$ cat src/rtl/cslc_pkg.sv
// shared types, constants and helper functions of the c source lexical classifier
package cslc_pkg;

    localparam int MAX_RUN = 512;
    localparam int CNT_W   = $clog2(MAX_RUN + 1);
    localparam int LEN_W   = 10;
    localparam int Q_DEPTH = 4;
    localparam int Q_AW    = $clog2(Q_DEPTH);

    localparam logic [7:0] CH_SLASH  = 8'd47;
    localparam logic [7:0] CH_STAR   = 8'd42;
    localparam logic [7:0] CH_DQUOTE = 8'd34;
    localparam logic [7:0] CH_SQUOTE = 8'd39;
    localparam logic [7:0] CH_BSLASH = 8'd92;
    localparam logic [7:0] CH_LF     = 8'd10;
    localparam logic [7:0] CH_TAB    = 8'd9;
    localparam logic [7:0] CH_SPACE  = 8'd32;
    localparam logic [7:0] CH_UNDER  = 8'd95;

    typedef enum logic [2:0] {
        CL_OPER  = 3'd0,
        CL_BLANK = 3'd1,
        CL_IDENT = 3'd2,
        CL_LCOM  = 3'd3,
        CL_BCOM  = 3'd4,
        CL_DQ    = 3'd5,
        CL_SQ    = 3'd6,
        CL_ERR   = 3'd7
    } class_t;

    typedef enum logic [10:0] {
        ST_START = 11'b000_0000_0001,
        ST_SLASH = 11'b000_0000_0010,
        ST_LCOM  = 11'b000_0000_0100,
        ST_BCOM  = 11'b000_0000_1000,
        ST_BSTAR = 11'b000_0001_0000,
        ST_DQ    = 11'b000_0010_0000,
        ST_SQ    = 11'b000_0100_0000,
        ST_BLANK = 11'b000_1000_0000,
        ST_IDENT = 11'b001_0000_0000,
        ST_DQESC = 11'b010_0000_0000,
        ST_SQESC = 11'b100_0000_0000
    } state_t;

    typedef logic [CNT_W-1:0] cnt_t;

    typedef struct packed {
        cnt_t cnt;
        logic ovf;
    } pend_t;

    typedef struct packed {
        class_t          cls;
        logic [LEN_W-1:0] len;
        logic            sat;
    } res_t;

    // one queue entry: the labels caused by one byte
    typedef struct packed {
        logic two;
        res_t r0;
        res_t r1;
    } entry_t;

    typedef struct packed {
        logic   push;
        entry_t data;
    } q_wr_t;

    typedef struct packed {
        logic   vld;
        entry_t data;
    } q_rd_t;

    function automatic logic is_blank(input logic [7:0] c);
        return (c == CH_SPACE) || (c == CH_TAB);
    endfunction

    function automatic logic is_word(input logic [7:0] c);
        return (c >= 8'd65 && c <= 8'd90) || (c >= 8'd97 && c <= 8'd122) ||
               (c >= 8'd48 && c <= 8'd57) || (c == CH_UNDER);
    endfunction

    function automatic pend_t push_char(input pend_t p);
        pend_t r;
        r = p;
        if (p.cnt < CNT_W'(MAX_RUN))
            r.cnt = p.cnt + 1'b1;
        else
            r.ovf = 1'b1;
        return r;
    endfunction

endpackage

$ cat src/rtl/cslc_char_if.sv
// input channel: one source byte per word
interface cslc_char_if;
    logic       valid;
    logic       ready;
    logic [7:0] char_code;

    modport source (output valid, output char_code, input ready);
    modport sink   (input valid, input char_code, output ready);
endinterface

$ cat src/rtl/cslc_token_if.sv
// output channel: one (class, run length) label per word
interface cslc_token_if;
    logic       valid;
    logic       ready;
    logic [2:0] token_class;
    logic [9:0] run_length;
    logic       run_saturated;
    logic       last_of_item;

    modport source (output valid, output token_class, output run_length,
                    output run_saturated, output last_of_item, input ready);
    modport sink   (input valid, input token_class, input run_length,
                    input run_saturated, input last_of_item, output ready);
endinterface

$ cat src/rtl/cslc_front.sv
// scanner front end: takes bytes, runs the state machine, queues labels
module cslc_front (
    input  logic              clk,
    input  logic              rst_n,
    cslc_char_if.sink         char_in,
    input  logic              q_full,
    output cslc_pkg::q_wr_t   q_wr
);
    import cslc_pkg::*;

    state_t     st_reg, st_next;
    pend_t      pend_reg, pend_next;
    logic       accept;
    logic [7:0] c;

    assign c             = char_in.char_code;
    assign char_in.ready = !q_full;
    assign accept        = char_in.valid && char_in.ready;

    always_comb
    begin
        pend_t    p;
        logic     pre_push;
        logic     do_flush;
        logic     take;
        class_t   fl_cls;
        logic [1:0] n;
        res_t     r0;
        res_t     r1;
        res_t     e;

        p        = pend_reg;
        st_next  = st_reg;
        pre_push = 1'b0;
        do_flush = 1'b0;
        take     = 1'b0;
        fl_cls   = CL_OPER;
        n        = 2'd0;
        r0       = '0;
        r1       = '0;
        e        = '0;

        unique case (st_reg) inside
            ST_SLASH:
            begin
                if (c == CH_SLASH)
                begin
                    pre_push = 1'b1;
                    st_next  = ST_LCOM;
                end
                else if (c == CH_STAR)
                begin
                    pre_push = 1'b1;
                    st_next  = ST_BCOM;
                end
                else
                begin
                    do_flush = 1'b1;
                    fl_cls   = CL_OPER;
                    take     = 1'b1;
                end
            end
            ST_LCOM:
            begin
                if (c == CH_LF)
                begin
                    do_flush = 1'b1;
                    fl_cls   = CL_LCOM;
                    st_next  = ST_START;
                end
                else
                    pre_push = 1'b1;
            end
            ST_BCOM:
            begin
                if (c == CH_STAR)
                begin
                    pre_push = 1'b1;
                    st_next  = ST_BSTAR;
                end
                else if (c == CH_LF)
                begin
                    do_flush = 1'b1;
                    fl_cls   = CL_BCOM;
                end
                else
                    pre_push = 1'b1;
            end
            ST_BSTAR:
            begin
                if (c == CH_STAR)
                    pre_push = 1'b1;
                else if (c == CH_SLASH)
                begin
                    pre_push = 1'b1;
                    do_flush = 1'b1;
                    fl_cls   = CL_BCOM;
                    st_next  = ST_START;
                end
                else if (c == CH_LF)
                begin
                    do_flush = 1'b1;
                    fl_cls   = CL_BCOM;
                    st_next  = ST_BCOM;
                end
                else
                begin
                    pre_push = 1'b1;
                    st_next  = ST_BCOM;
                end
            end
            ST_DQ, ST_SQ:
            begin
                if (c == ((st_reg == ST_DQ) ? CH_DQUOTE : CH_SQUOTE))
                begin
                    pre_push = 1'b1;
                    do_flush = 1'b1;
                    fl_cls   = (st_reg == ST_DQ) ? CL_DQ : CL_SQ;
                    st_next  = ST_START;
                end
                else if (c == CH_LF)
                begin
                    do_flush = 1'b1;
                    fl_cls   = CL_ERR;
                    st_next  = ST_START;
                end
                else if (c == CH_BSLASH)
                begin
                    pre_push = 1'b1;
                    st_next  = (st_reg == ST_DQ) ? ST_DQESC : ST_SQESC;
                end
                else
                    pre_push = 1'b1;
            end
            ST_DQESC, ST_SQESC:
            begin
                if (c == CH_LF)
                begin
                    do_flush = 1'b1;
                    fl_cls   = CL_ERR;
                    st_next  = ST_START;
                end
                else
                begin
                    pre_push = 1'b1;
                    st_next  = (st_reg == ST_DQESC) ? ST_DQ : ST_SQ;
                end
            end
            ST_BLANK:
            begin
                if (is_blank(c))
                    pre_push = 1'b1;
                else
                begin
                    do_flush = 1'b1;
                    fl_cls   = CL_BLANK;
                    take     = 1'b1;
                end
            end
            ST_IDENT:
            begin
                if (is_word(c))
                    pre_push = 1'b1;
                else
                begin
                    do_flush = 1'b1;
                    fl_cls   = CL_IDENT;
                    take     = 1'b1;
                end
            end
            default:
                take = 1'b1;
        endcase

        if (pre_push)
            p = push_char(p);

        if (do_flush)
        begin
            if (p.cnt != '0)
            begin
                r0.cls = fl_cls;
                r0.len = LEN_W'(p.cnt);
                r0.sat = p.ovf;
                n      = 2'd1;
            end
            p = '0;
        end

        // byte taken as in start state after the run closed
        if (take)
        begin
            st_next = ST_START;
            if (c == CH_SLASH)
            begin
                p       = push_char(p);
                st_next = ST_SLASH;
            end
            else if (c == CH_DQUOTE)
            begin
                p       = push_char(p);
                st_next = ST_DQ;
            end
            else if (c == CH_SQUOTE)
            begin
                p       = push_char(p);
                st_next = ST_SQ;
            end
            else if (c == CH_LF)
            begin
                p = p;
            end
            else if (is_blank(c))
            begin
                p       = push_char(p);
                st_next = ST_BLANK;
            end
            else if (is_word(c))
            begin
                p       = push_char(p);
                st_next = ST_IDENT;
            end
            else
            begin
                e.cls = CL_OPER;
                e.len = LEN_W'(1);
                e.sat = 1'b0;
                if (n == 2'd0)
                    r0 = e;
                else
                    r1 = e;
                n = n + 2'd1;
            end
        end

        pend_next       = p;
        q_wr.push       = accept && (n != 2'd0);
        q_wr.data.two   = (n == 2'd2);
        q_wr.data.r0    = r0;
        q_wr.data.r1    = r1;
    end

    always_ff @(posedge clk or negedge rst_n)
    begin
        if (!rst_n)
        begin
            st_reg   <= ST_START;
            pend_reg <= '0;
        end
        else if (accept)
        begin
            st_reg   <= st_next;
            pend_reg <= pend_next;
        end
    end

endmodule

$ cat src/rtl/cslc_queue.sv
// small register queue between scanner and output stage
module cslc_queue (
    input  logic              clk,
    input  logic              rst_n,
    input  cslc_pkg::q_wr_t   q_wr,
    output logic              q_full,
    input  logic              q_pop,
    output cslc_pkg::q_rd_t   q_rd
);
    import cslc_pkg::*;

    entry_t          mem_reg [Q_DEPTH];
    logic [Q_AW-1:0] wr_ptr_reg;
    logic [Q_AW-1:0] rd_ptr_reg;
    logic [Q_AW:0]   cnt_reg;
    logic            do_pop;

    assign q_full    = (cnt_reg == (Q_AW + 1)'(Q_DEPTH));
    assign q_rd.vld  = (cnt_reg != '0);
    assign q_rd.data = mem_reg[rd_ptr_reg];
    assign do_pop    = q_pop && q_rd.vld;

    always_ff @(posedge clk)
    begin
        if (q_wr.push)
            mem_reg[wr_ptr_reg] <= q_wr.data;
    end

    always_ff @(posedge clk or negedge rst_n)
    begin
        if (!rst_n)
        begin
            wr_ptr_reg <= '0;
            rd_ptr_reg <= '0;
            cnt_reg    <= '0;
        end
        else
        begin
            if (q_wr.push)
                wr_ptr_reg <= wr_ptr_reg + 1'b1;
            if (do_pop)
                rd_ptr_reg <= rd_ptr_reg + 1'b1;
            if (q_wr.push && !do_pop)
                cnt_reg <= cnt_reg + 1'b1;
            else if (!q_wr.push && do_pop)
                cnt_reg <= cnt_reg - 1'b1;
        end
    end

endmodule

$ cat src/rtl/cslc_back.sv
// output stage: holds one queue entry and sends its labels one word at a time
module cslc_back (
    input  logic              clk,
    input  logic              rst_n,
    input  cslc_pkg::q_rd_t   q_rd,
    output logic              q_pop,
    cslc_token_if.source      token_out
);
    import cslc_pkg::*;

    entry_t hold_reg;
    logic   hold_vld_reg;
    logic   phase_reg;
    logic   xfer;
    logic   done;
    res_t   cur;

    assign cur   = phase_reg ? hold_reg.r1 : hold_reg.r0;
    assign xfer  = hold_vld_reg && token_out.ready;
    assign done  = xfer && (phase_reg || !hold_reg.two);
    assign q_pop = q_rd.vld && (!hold_vld_reg || done);

    assign token_out.valid         = hold_vld_reg;
    assign token_out.token_class   = cur.cls;
    assign token_out.run_length    = cur.len;
    assign token_out.run_saturated = cur.sat;
    assign token_out.last_of_item  = hold_reg.two ? phase_reg : 1'b1;

    always_ff @(posedge clk)
    begin
        if (q_pop)
            hold_reg <= q_rd.data;
    end

    always_ff @(posedge clk or negedge rst_n)
    begin
        if (!rst_n)
        begin
            hold_vld_reg <= 1'b0;
            phase_reg    <= 1'b0;
        end
        else if (q_pop)
        begin
            hold_vld_reg <= 1'b1;
            phase_reg    <= 1'b0;
        end
        else if (done)
        begin
            hold_vld_reg <= 1'b0;
            phase_reg    <= 1'b0;
        end
        else if (xfer)
            phase_reg <= 1'b1;
    end

endmodule

$ cat src/rtl/c_source_lexical_classifier_unit.sv
// top level of the c source lexical classifier
//
// char_in takes one source byte per word; byte 10 ends a line and counts
// as no character. token_out gives (class, run length) labels covering the
// oldest unlabeled characters in stream order, with last_of_item set on the
// final label a byte causes. A byte may cause zero, one or two labels.
// The scanner takes a byte every cycle while its four-entry label queue has
// room; with the output stage idle, a byte's first label is written into the
// queue and then loaded into the output stage's hold register, which offers
// it on token_out.
// The output stage sends one label per cycle while token_out is ready, so
// sustained rate is one byte per cycle, less only where a byte closes a
// run and also yields a label of its own and so needs two output words.
// When token_out stalls, labels wait in the output stage and the queue;
// char_in.ready drops only once the queue is full.
// Reset puts the scanner in its start state with nothing pending and
// empties the queue and output stage; there is no clearing pass.
module c_source_lexical_classifier_unit (
    input  logic         clk,
    input  logic         rst_n,
    cslc_char_if.sink    char_in,
    cslc_token_if.source token_out
);
    import cslc_pkg::*;

    q_wr_t q_wr;
    q_rd_t q_rd;
    logic  q_full;
    logic  q_pop;

    cslc_front u_front (
        .clk     (clk),
        .rst_n   (rst_n),
        .char_in (char_in),
        .q_full  (q_full),
        .q_wr    (q_wr)
    );

    cslc_queue u_queue (
        .clk    (clk),
        .rst_n  (rst_n),
        .q_wr   (q_wr),
        .q_full (q_full),
        .q_pop  (q_pop),
        .q_rd   (q_rd)
    );

    cslc_back u_back (
        .clk       (clk),
        .rst_n     (rst_n),
        .q_rd      (q_rd),
        .q_pop     (q_pop),
        .token_out (token_out)
    );

endmodule
$ cat src/flat_wrapper.sv
// flat-port wrapper written by rule: the top's interface ports become plain ports
module c_source_lexical_classifier_unit_flat import cslc_pkg::*;
  (clk, rst_n, char_in_valid, char_in_char_code, char_in_ready, token_out_valid, token_out_token_class, token_out_run_length, token_out_run_saturated, token_out_last_of_item, token_out_ready);
  cslc_char_if char_in_i ();
  cslc_token_if token_out_i ();
  input  logic clk;
  input  logic rst_n;
  input wire logic [$bits(char_in_i.valid)-1:0] char_in_valid;
  input wire logic [$bits(char_in_i.char_code)-1:0] char_in_char_code;
  output wire logic [$bits(char_in_i.ready)-1:0] char_in_ready;
  output wire logic [$bits(token_out_i.valid)-1:0] token_out_valid;
  output wire logic [$bits(token_out_i.token_class)-1:0] token_out_token_class;
  output wire logic [$bits(token_out_i.run_length)-1:0] token_out_run_length;
  output wire logic [$bits(token_out_i.run_saturated)-1:0] token_out_run_saturated;
  output wire logic [$bits(token_out_i.last_of_item)-1:0] token_out_last_of_item;
  input wire logic [$bits(token_out_i.ready)-1:0] token_out_ready;
  assign char_in_i.valid = char_in_valid;
  assign char_in_i.char_code = char_in_char_code;
  assign char_in_ready = char_in_i.ready;
  assign token_out_valid = token_out_i.valid;
  assign token_out_token_class = token_out_i.token_class;
  assign token_out_run_length = token_out_i.run_length;
  assign token_out_run_saturated = token_out_i.run_saturated;
  assign token_out_last_of_item = token_out_i.last_of_item;
  assign token_out_i.ready = token_out_ready;
  c_source_lexical_classifier_unit u_core (.clk(clk), .rst_n(rst_n), .char_in(char_in_i), .token_out(token_out_i));
endmodule
$ cat config.mk
export PLATFORM = sky130hd
export DESIGN_NAME = c_source_lexical_classifier_unit_flat
export DESIGN_NICKNAME = d
export VERILOG_FILES = /design/src/rtl/cslc_pkg.sv /design/src/rtl/cslc_char_if.sv /design/src/rtl/cslc_token_if.sv /design/src/rtl/cslc_front.sv /design/src/rtl/cslc_queue.sv /design/src/rtl/cslc_back.sv /design/src/rtl/c_source_lexical_classifier_unit.sv /design/src/flat_wrapper.sv
export SDC_FILE = /design/constraint.sdc
export NUM_CORES = 1
export LEC_CHECK = 0
export BUFFER_PORTS_ARGS = -buffer_cell sky130_fd_sc_hd__buf_2
export CAP_MARGIN = 15
export CORE_MARGIN = 4
export CORE_UTILIZATION = 57
export CTS_CLUSTER_DIAMETER = 150
export DETAILED_ROUTE_END_ITERATION = 16
export PLACE_DENSITY_LB_ADDON = 0.12
export SETUP_SLACK_MARGIN = 0.05
export SLEW_MARGIN = 0
export SYNTH_ARGS = -nofsm -noshare
export SYNTH_HDL_FRONTEND = slang
export SYNTH_HIERARCHICAL = 1
export SYNTH_SLANG_ARGS = --single-unit
$ cat constraint.sdc
create_clock -name clk -period 5.3 [get_ports clk]
set_input_delay 0.265 -clock clk [delete_from_list [all_inputs] [get_ports clk]]
set_output_delay 0.265 -clock clk [all_outputs]
set_load 0.01 [all_outputs]
==> results of run 1 <==
## power by group
| part | internal (W) | total, W | switching (W) |
|---|---|---|---|
| registers | 0.00195 | 0.00218 | 0.000223 |
| clock network | 0.000712 | 0.00126 | 0.000545 |
| logic | 0.000753 | 0.00169 | 0.000938 |
| total | 0.00342 | 0.00512 | 0.00171 |
## stage by stage
step / instances / total power [W] / utilization, %
after floorplan: 612 / 0.00343 / -
after global placement: 792 / 0.00387 / 60.4
after detailed placement: 792 / 0.00391 / 60.4
after CTS: 825 / 0.00517 / 64.6
after global routing: 825 / 0.00543 / 64.6
final: 825 / 0.00512 / 64.6
## per-layer routing
metal,global-route usage [%],routed length (um),vias to the layer above
li1,-,-,2359
met1,29.7,7600,2575
met2,36.8,8830,149
met3,4.31,776,29
met4,7.80,395,0
met5,0,0,-
## synthesized netlist by cell type (all sizes together) (2+ instances only)
| master | count | area (um^2) |
|---|---|---|
| nor4 | 16 | 136 |
| xor2 | 8 | 70.1 |
| ha | 8 | 100 |
| a21oi | 15 | 86.3 |
| or3 | 5 | 36.3 |
| and2 | 10 | 62.6 |
| mux2 | 16 | 214 |
| nand3 | 12 | 60.1 |
| mux2i | 4 | 40.0 |
| or2 | 2 | 12.5 |
| nor2b | 7 | 51.3 |
| nand2b | 13 | 88.8 |
| edfxtp | 145 | 4350 |
| nand2 | 41 | 156 |
| mux4 | 29 | 657 |
| nor2 | 41 | 156 |
| nand4bb | 2 | 22.5 |
| a2111oi | 4 | 78.8 |
| o21ai | 12 | 60.1 |
| nand3b | 5 | 37.5 |
| a32o | 2 | 20.0 |
| and3 | 2 | 12.5 |
| o2111ai | 2 | 17.5 |
| and3b | 2 | 17.5 |
| o22ai | 3 | 18.8 |
| nor3b | 8 | 76.3 |
| buf | 38 | 265 |
| dfrtp | 30 | 751 |
| inv | 10 | 37.5 |
| a21o | 5 | 37.5 |
| xnor2 | 15 | 161 |
| a31oi | 5 | 31.3 |
| nor3 | 14 | 86.3 |
| nor4b | 3 | 32.5 |
| clkbuf | 10 | 37.5 |
| nand4b | 3 | 41.3 |
| nand4 | 20 | 144 |
| o31ai | 6 | 58.8 |
| or3b | 2 | 17.5 |
| o211ai | 5 | 47.5 |
## logic make-up after synthesis
logic type / after synthesis
xor+xnor: 23
mux: 49
simple gates: 212
flops: 176
fa+ha+maj: 9
compound gates: 72
buf+inv: 58
other cells: 1
## worst paths after layout
kind	slack, ns	cells past startpoint	end
setup / recovery	0.53	18	u_core/u_queue/cnt_reg[2]
hold / removal	0.16	3	u_core/u_back/token_out.valid
setup reg to reg	0.53	18	u_core/u_queue/cnt_reg[2]
hold reg to reg	0.50	1	u_core/u_queue/cnt_reg[2]
max in group asynchronous	4.25	2	u_core/u_queue/rd_ptr_reg[0]
min in group asynchronous	0.48	2	u_core/u_front/st_reg[6]
## what timing repair did
item / CTS / global route
endpoints found under the hold margin: 30 / 0
setup buffers: 0 / 0
hold buffers: 1 / 0
## tightest hold or removal path, delay by kind of cell
family / cells / cell delay [ns]
and+or+nand+nor: 1 / 0.05
AOI/OAI and AO/OA: 1 / 0.13
buffers and inverters: 1 / 0.10
## area by class of cell
type / instances / area, um^2
Fill cell: 1082 / 5190
Sequential cell: 176 / 5130
Multi-Input combinational cell: 378 / 3190
Clock buffer: 18 / 429
Timing Repair Buffer: 45 / 270
Tap cell: 184 / 230
Clock inverter: 14 / 170
Inverter: 10 / 37.5
==> results.cfg, run 1 <==
[run_status]
outcome = completed

[yosys]
synth-simple-area-share_pct = 14.9
synthAdderAreaFrac_pct = 1.39
async_reset_ff_share_pct = 17.6
muxShareOfSynthArea_pct = 10.6
synth_warnings = 6
synth_area_per_cell_um2 = 14.4
synth_xor_area_share_pct = 2.69
ys.flop_type = edfxtp_1
yosysSeqAreaShare_pct = 59.6
postSynthCellCount = 600
synth_edf_count = 145
syn_area_um2 = 8610
synth_cell_types = 88
synth_top_family_by_area = simple AND/OR/NAND/NOR gates
synth_compound_area_share_pct = 6.84
synth_seq_cells = 176

[setup_path]
cpMaxStageDelayCell = a2111oi_2
critPathCaptureType = flop
cp_num_buf_inv = 2
cp.arrival_ns = 5.12
cp_cell_sequence = xor2_1 > a221oi_4 > o211ai_1 > a2111oi_2 > nor3b_4 > xnor2_2 > nand4_2 > o31ai_4 > inv_1 > ha_1 > o31ai_1 > a21oi_1 > ha_1 > inv_1 > fa_1 > xor2_1 > nor2_1 > xor2_1
crit_start = u_core/u_front/st_reg[6]
crit_path_max_incr_delay_ns = 0.62
path_delay_family = compound AO/OA/AOI/OAI gates
crit_required_ns = 5.65
r2r_start = u_core/u_front/st_reg[6]
crit_type = flop to flop
cp-start-kind = flop
path_common_cell = xor2_1
path_max_fanout = 9

[power]
p_leak_nw = 3.35
ir_drop_uv = 326
power_density_nw_per_um2 = 542

[sta]
final.setup.worst_slack_ns = 0.527
finalHoldViolCount = 0
fin_crit_sh_pct = 90.1
rsz0062_at_grt = no
worst_pin_slew_ns = 0.918
final.setup.tns_ns = 0
slew_headroom_pct = 38.8
setup_violations = 0
fmax_mhz = 209
slew_violations = 0
fin_hold_ws_ns = 0.163
skew_ns = 0.0110
finalCriticalPeriod_ns = 4.77

[placement]
dp_hpwl_um = 12000
place_ws_ns = 0.509
io_buffers = 28
place.gp.congestion = 0.920
place_area_um2 = 8850

[routing]
drtPass1Iterations = 5
wire_per_inst_um = 21.3
postRouteAntennaNets = 0
drc = 0
drt_iter0_markers = 408
routed-via-count = 5112
vias_per_cell = 6.20
routed_wl_um = 17600

[final_layout]
drive_above_1_share_pct = 23.6
fin_area_um2 = 9460
most-common-layout-cells = 145 x edfxtp_1, 40 x nand2_1, 40 x nor2_1, 29 x dfrtp_1
final_nets = 649
largest_register_ffs = 116
antenna_cells = 0
final_common_cell = edfxtp_1
area.growth.synth_to_final_pct = 9.79

[cts]
cts_resized = 0
cts.clk_slew.worst_paths_ns = 0.07
cts_buffers = 17
cts_tree = yes
cts_htree_levels = 4
cts_sinks = 176
cts_root_buf = clkbuf_16
clockBufferDepth = 2
clk_latency_ns = 0.42

[die]
boundaryPins = 29
core_region_area_um2 = 14600
dieArea_um2 = 17100
die_h_um = 131
start_util_pct = 58.8
die_w_um = 131
rows = 44

[min_path]
worstHoldStart = token_out_ready
min_path_type = input port to flop

[grt]
globalRouteTotalUtil_pct = 22.2
antenna_found_initial = 0
grt_pass1_vias = 5202
grt_overflow = 0
grt_max_degree = 32
grt_pass1_wl_um = 28300

[run]
cap_violations = 0
No activity file was read; power rests on OpenSTA's default activity.
==> inputs of run 2 (changes only) <==
--- a/config.mk
+++ b/config.mk
@@ -6,7 +6,7 @@
 export NUM_CORES = 1
 export LEC_CHECK = 0
 export BUFFER_PORTS_ARGS = -buffer_cell sky130_fd_sc_hd__buf_2
-export CAP_MARGIN = 15
+export CORE_ASPECT_RATIO = 1.4
 export CORE_MARGIN = 4
 export CORE_UTILIZATION = 57
 export CTS_CLUSTER_DIAMETER = 150
==> run 2 against run 1 <==
Compared with the run above: clock skew grew 0.0022 ns; non-clock buffer count decreased by 2; global-route usage decreased by 0.49 points; worst hold slack got worse by 0.043 ns; combinational power down 4%; clock power hardly changed; final cell count increased by 0.36%; total power shrank 0.23%; critical path depth is the same; maximum frequency is 0.71% higher; critical endpoint unchanged; largest cell class unchanged.
==> results.cfg, run 2 (synthesis gave the netlist of run 1 again) <==
[sta]
finalHoldViolCount = 0
rsz0062_at_grt = no
slew_headroom_pct = 39.7
fin_hold_ws_ns = 0.121
finalCriticalPeriod_ns = 4.74
final.setup.tns_ns = 0
fin_crit_sh_pct = 89.4
fmax_mhz = 211
skew_ns = 0.0131
worst_pin_slew_ns = 0.905
slew_violations = 0
setup_violations = 0
final.setup.worst_slack_ns = 0.560

[final_layout]
largest_register_ffs = 116
final_nets = 647
drive_above_1_share_pct = 23.8
final_cells = 828
most-common-layout-cells = 145 x edfxtp_1, 40 x nand2_1, 40 x nor2_1
area.growth.synth_to_final_pct = 9.89
antenna_cells = 0
final_common_cell = edfxtp_1

[grt]
grt_max_degree = 32
grt_overflow = 0
grt_pass1_wl_um = 28600
grt_pass1_vias = 5263
globalRouteTotalUtil_pct = 21.7
antenna_found_initial = 0

[routing]
vias_per_cell = 6.09
postRouteAntennaNets = 0
wire_per_inst_um = 21.1
routed-via-count = 5043
routed_wl_um = 17400
drt_iter0_markers = 279
drc = 0
drtPass1Iterations = 5

[placement]
place.gp.congestion = 0.934
io_buffers = 28
dp_hpwl_um = 12000
place_inst = 795
place_ws_ns = 0.543

[die]
rows = 52
die_w_um = 112
die_h_um = 153
dieArea_um2 = 17200
core_region_area_um2 = 14600
boundaryPins = 29
start_util_pct = 58.8

[setup_path]
crit_type = flop to flop
cp.arrival_ns = 5.08
crit_required_ns = 5.64
cp-start-kind = flop
path_max_fanout = 9
critPathCaptureType = flop

[run_status]
outcome = completed

[power]
power_frac_seq_pct = 43.8
p_comb_share_pct = 31.7
pwr-share-clk_pct = 24.5
swShare_pct = 33.9
power_density_nw_per_um2 = 540
intPower_w = 0.00338
switchingPower_w = 0.00173
p_leak_nw = 3.34
ir_drop_uv = 272

[cts]
cts_sinks = 176
cts.clk_slew.worst_paths_ns = 0.07
cts_htree_levels = 4
cts_root_buf = clkbuf_16
clk_latency_ns = 0.43
clockBufferDepth = 2
cts_buffers = 17
cts_tree = yes

[run]
cap_violations = 0

[min_path]
min_path_type = input port to flop
## run 2: cell count changes in the layout (fill, tap and decap cells not counted), sizes merged
cell | before | now
bufinv | 2 | 1
buf | 44 | 42
clkbuf | 18 | 17
inv | 17 | 16
clkinvlp | 1 | 2
clkinv | 4 | 6
## run 2: final cells by class
| type | count | area (um^2) |
|---|---|---|
| timing repair buffer | 43 | 255 |
| inverter | 10 | 37.5 |
| clock buffer | 17 | 425 |
| clock inverter | 15 | 190 |
| multi-input combinational | 378 | 3190 |
| sequential | 176 | 5130 |
| tap | 189 | 236 |
| fill | 1038 | 5170 |
## run 2: critical path: stages (launching register included)
cell and delay, ns:
dfrtp_1 0.55, xor2_1 0.19, a221oi_4 0.40, o211ai_1 0.20, a2111oi_2 0.60, nor3b_4 0.10
xnor2_2 0.34, nand4_2 0.18, o31ai_4 0.26, inv_1 0.07, ha_1 0.30, o31ai_1 0.08
a21oi_1 0.20, ha_1 0.21, inv_1 0.06, fa_1 0.43, xor2_1 0.17, nor2_1 0.12
xor2_1 0.18
## run 2: power groups by stage
stage	Sequential, W	Clock (W)	Combinational (W)
after detailed placement	0.00227	0	0.00162
final	0.00224	0.00125	0.00162
after global placement	0.00225	0	0.00161
after global routing	0.00228	0.00135	0.00177
after floorplan	0.00206	0	0.00136
after CTS	0.00225	0.00128	0.00164
## run 2: per-stage QoR
step                      cell area (um^2)  power [W]  util (%)
after CTS                             9460    0.00517      64.6
after global routing                  9460    0.00540      64.6
after detailed placement              8840    0.00389      60.4
after floorplan                       8660    0.00343         -
after global placement                8840    0.00386      60.4
final                                 9460    0.00511      64.6
## run 2: what timing repair did
item                                   CTS  global route
endpoints found under the hold margin   30             0
setup buffers                            0             0
hold buffers                             1             0
resized for setup                        0             0
## run 2: path summary, 6_finish.rpt
check	cells past startpoint	startpoint	endpoint	slack, ns
max reg2reg	18	u_core/u_front/st_reg[6]	u_core/u_queue/cnt_reg[2]	0.56
max in group asynchronous	2	rst_n	u_core/u_queue/rd_ptr_reg[0]	4.30
min reg2reg	1	u_core/u_queue/cnt_reg[2]	u_core/u_queue/cnt_reg[2]	0.52
max	18	u_core/u_front/st_reg[6]	u_core/u_queue/cnt_reg[2]	0.56
min	3	token_out_ready	u_core/u_back/phase_reg	0.12
min in group asynchronous	2	rst_n	u_core/u_front/pend_reg[1]	0.45
## run 2: layer usage
layer | vias to the layer above | global-route usage, % | wire length, um
met5 | - | 0 | 0
met4 | 0 | 8.75 | 453
met3 | 31 | 3.60 | 733
met2 | 149 | 39.6 | 9520
met1 | 2512 | 25.4 | 6740
li1 | 2351 | - | -
==> inputs of run 3 (changes only) <==
--- a/config.mk
+++ b/config.mk
@@ -6,9 +6,9 @@
 export NUM_CORES = 1
 export LEC_CHECK = 0
 export BUFFER_PORTS_ARGS = -buffer_cell sky130_fd_sc_hd__buf_2
-export CORE_ASPECT_RATIO = 1.4
+export CORE_ASPECT_RATIO = 0.75
 export CORE_MARGIN = 4
-export CORE_UTILIZATION = 57
+export CORE_UTILIZATION = 60
 export CTS_CLUSTER_DIAMETER = 150
 export DETAILED_ROUTE_END_ITERATION = 16
 export PLACE_DENSITY_LB_ADDON = 0.12
==> run 3 against run 2 <==
Compared with the run above: die area is 4.7% lower; critical path depth stayed put; final cell count is 1.8% lower; core utilization is 3.4 points higher; critical endpoint unchanged; count of clock-buffer cells in the layout is 1 higher; clock skew is 0.00052 ns higher; cell area is 0.12% lower; flip-flop and latch count stayed put; via count hardly changed; setup slack worse by 0.026 ns; sequential power hardly changed.
==> results.cfg, run 3 (synthesis gave the netlist of run 1 again) <==
[routing]
dr_wl_met2_um = 8290
vias_per_cell = 6.21
drtPass1Iterations = 5
top_layer = met4
postRouteAntennaNets = 0
dr_wl_met3_um = 1110
drt_iter0_markers = 382
routed_wl_um = 17900
wire_per_inst_um = 22.0
wl_met1_um = 8230
drc = 0
routed-via-count = 5046

[die]
die_w_um = 146
rows = 37
core_region_area_um2 = 13900
boundaryPins = 29
dieArea_um2 = 16400
start_util_pct = 62.0
die_h_um = 112

[power]
power_density_nw_per_um2 = 545
ir_drop_uv = 305
pwr-share-clk_pct = 24.1
p_comb_share_pct = 32.7
totalPowerFinal_w = 0.00516
p_leak_nw = 3.33
swShare_pct = 34.3
intPower_w = 0.00339
switchingPower_w = 0.00177
power_frac_seq_pct = 43.2

[run_status]
outcome = completed

[final_layout]
final_nets = 646
largest_register_ffs = 116
area.growth.synth_to_final_pct = 9.76
drive_above_1_share_pct = 23.4
final_cells = 813
antenna_cells = 0
final_common_cell = edfxtp_1
most-common-layout-cells = 145 x edfxtp_1, 40 x nand2_1, 40 x nor2_1, 29 x dfrtp_1

[sta]
slew_headroom_pct = 29.8
fmax_mhz = 210
slew_violations = 0
worst_pin_slew_ns = 1.05
finalCriticalPeriod_ns = 4.77
final.setup.tns_ns = 0
setup_violations = 0
rsz0062_at_grt = no
finalHoldViolCount = 0
fin_crit_sh_pct = 89.9
skew_ns = 0.0137

[setup_path]
crit_required_ns = 5.64
crit_type = flop to flop
cp.arrival_ns = 5.10
critPathCaptureType = flop
cp-start-kind = flop
path_max_fanout = 11

[grt]
grt_pass1_wl_um = 28800
grt_pass1_vias = 4988
grt_overflow = 0
grt_max_degree = 32
antenna_found_initial = 0
globalRouteTotalUtil_pct = 23.0

[cts]
cts_tree = yes
clk_latency_ns = 0.43
cts_root_buf = clkbuf_16
cts_buffers = 17
cts_setup_buffers = 0
cts.clk_slew.worst_paths_ns = 0.07
cts_sinks = 176
clockBufferDepth = 2
cts_htree_levels = 4

[placement]
place.gp.congestion = 0.901
place_inst = 780
io_buffers = 28
dp_hpwl_um = 11900

[min_path]
min_path_type = input port to flop

[run]
cap_violations = 0
-- run 3: changes by cell type in the layout (fill, tap and decap cells not counted), moves of 2 or more --
| cell | previous run | this run |
|---|---|---|
| buf_12 | 0 | 2 |
| buf_4 | 14 | 11 |
| clkinv_8 | 4 | 2 |
| inv_6 | 2 | 4 |
-- run 3: worst paths after layout --
check                                          startpoint                            to  slack (ns)  cells after the start
max in group asynchronous                           rst_n  u_core/u_queue/rd_ptr_reg[0]        4.31                      2
min in group asynchronous                           rst_n      u_core/u_front/st_reg[9]        0.45                      2
worst max register to register   u_core/u_front/st_reg[9]     u_core/u_queue/cnt_reg[2]        0.53                     18
worst min-delay path                      token_out_ready       u_core/u_back/phase_reg        0.14                      3
worst min register to register  u_core/u_queue/cnt_reg[2]     u_core/u_queue/cnt_reg[2]        0.51                      1
worst max-delay path             u_core/u_front/st_reg[9]     u_core/u_queue/cnt_reg[2]        0.53                     18
-- run 3: power by group through the flow --
stage | sequential (W) | clock, W | combinational (W)
after floorplan | 0.00206 | 0 | 0.00136
after global placement | 0.00224 | 0 | 0.00164
after detailed placement | 0.00226 | 0 | 0.00166
after CTS | 0.00224 | 0.00127 | 0.00168
after global routing | 0.00228 | 0.00133 | 0.00182
final | 0.00223 | 0.00124 | 0.00169
-- run 3: layout make-up --
cell class              instances  area [um^2]
inverters                      10         37.5
repair buffers                 42          273
multi-input cells             378         3200
clock buffers                  18          429
well taps                     175          219
fillers                       951         4440
flip-flops and latches        176         5130
clock inverters                14          164
-- run 3: metrics by stage --
step                instance area (um^2)  hold slack [ns]  utilization [%]  setup WS, ns
floorplan                           8660          -0.0306                -         0.819
finish                              9450            0.140             68.1         0.534
CTS                                 9440            0.121             68.0         0.538
global route                        9450            0.137             68.1         0.110
global placement                    8840            0.369             63.6         0.777
detailed placement                  8840            0.374             63.6         0.640
-- run 3: worst max-delay path, stage by stage, from the launching register on --
cell	delay, ns
dfrtp_1	0.50
nor2_1	0.50
nand2_2	0.16
nor4_1	0.60
a2111oi_4	0.11
nor3b_4	0.26
xnor2_2	0.23
nand4_2	0.18
o31ai_4	0.25
inv_1	0.07
ha_1	0.30
o31ai_1	0.08
a21oi_1	0.22
ha_1	0.24
inv_1	0.07
fa_1	0.43
xor2_1	0.18
nor2_1	0.13
xor2_1	0.17
-- run 3: routing by layer --
layer  GRT usage [%]  up-vias
li1                -     2336
met1            34.5     2538
met2            34.7      155
met3            5.09       17
met4            5.89        0
met5               0        -
-- run 3: repair_timing --
action / CTS / global route
endpoints found under the hold margin: 30 / 0
endpoints found under the setup margin: 0 / 1
gates resized for setup: 0 / 1
hold buffers: 1 / 0
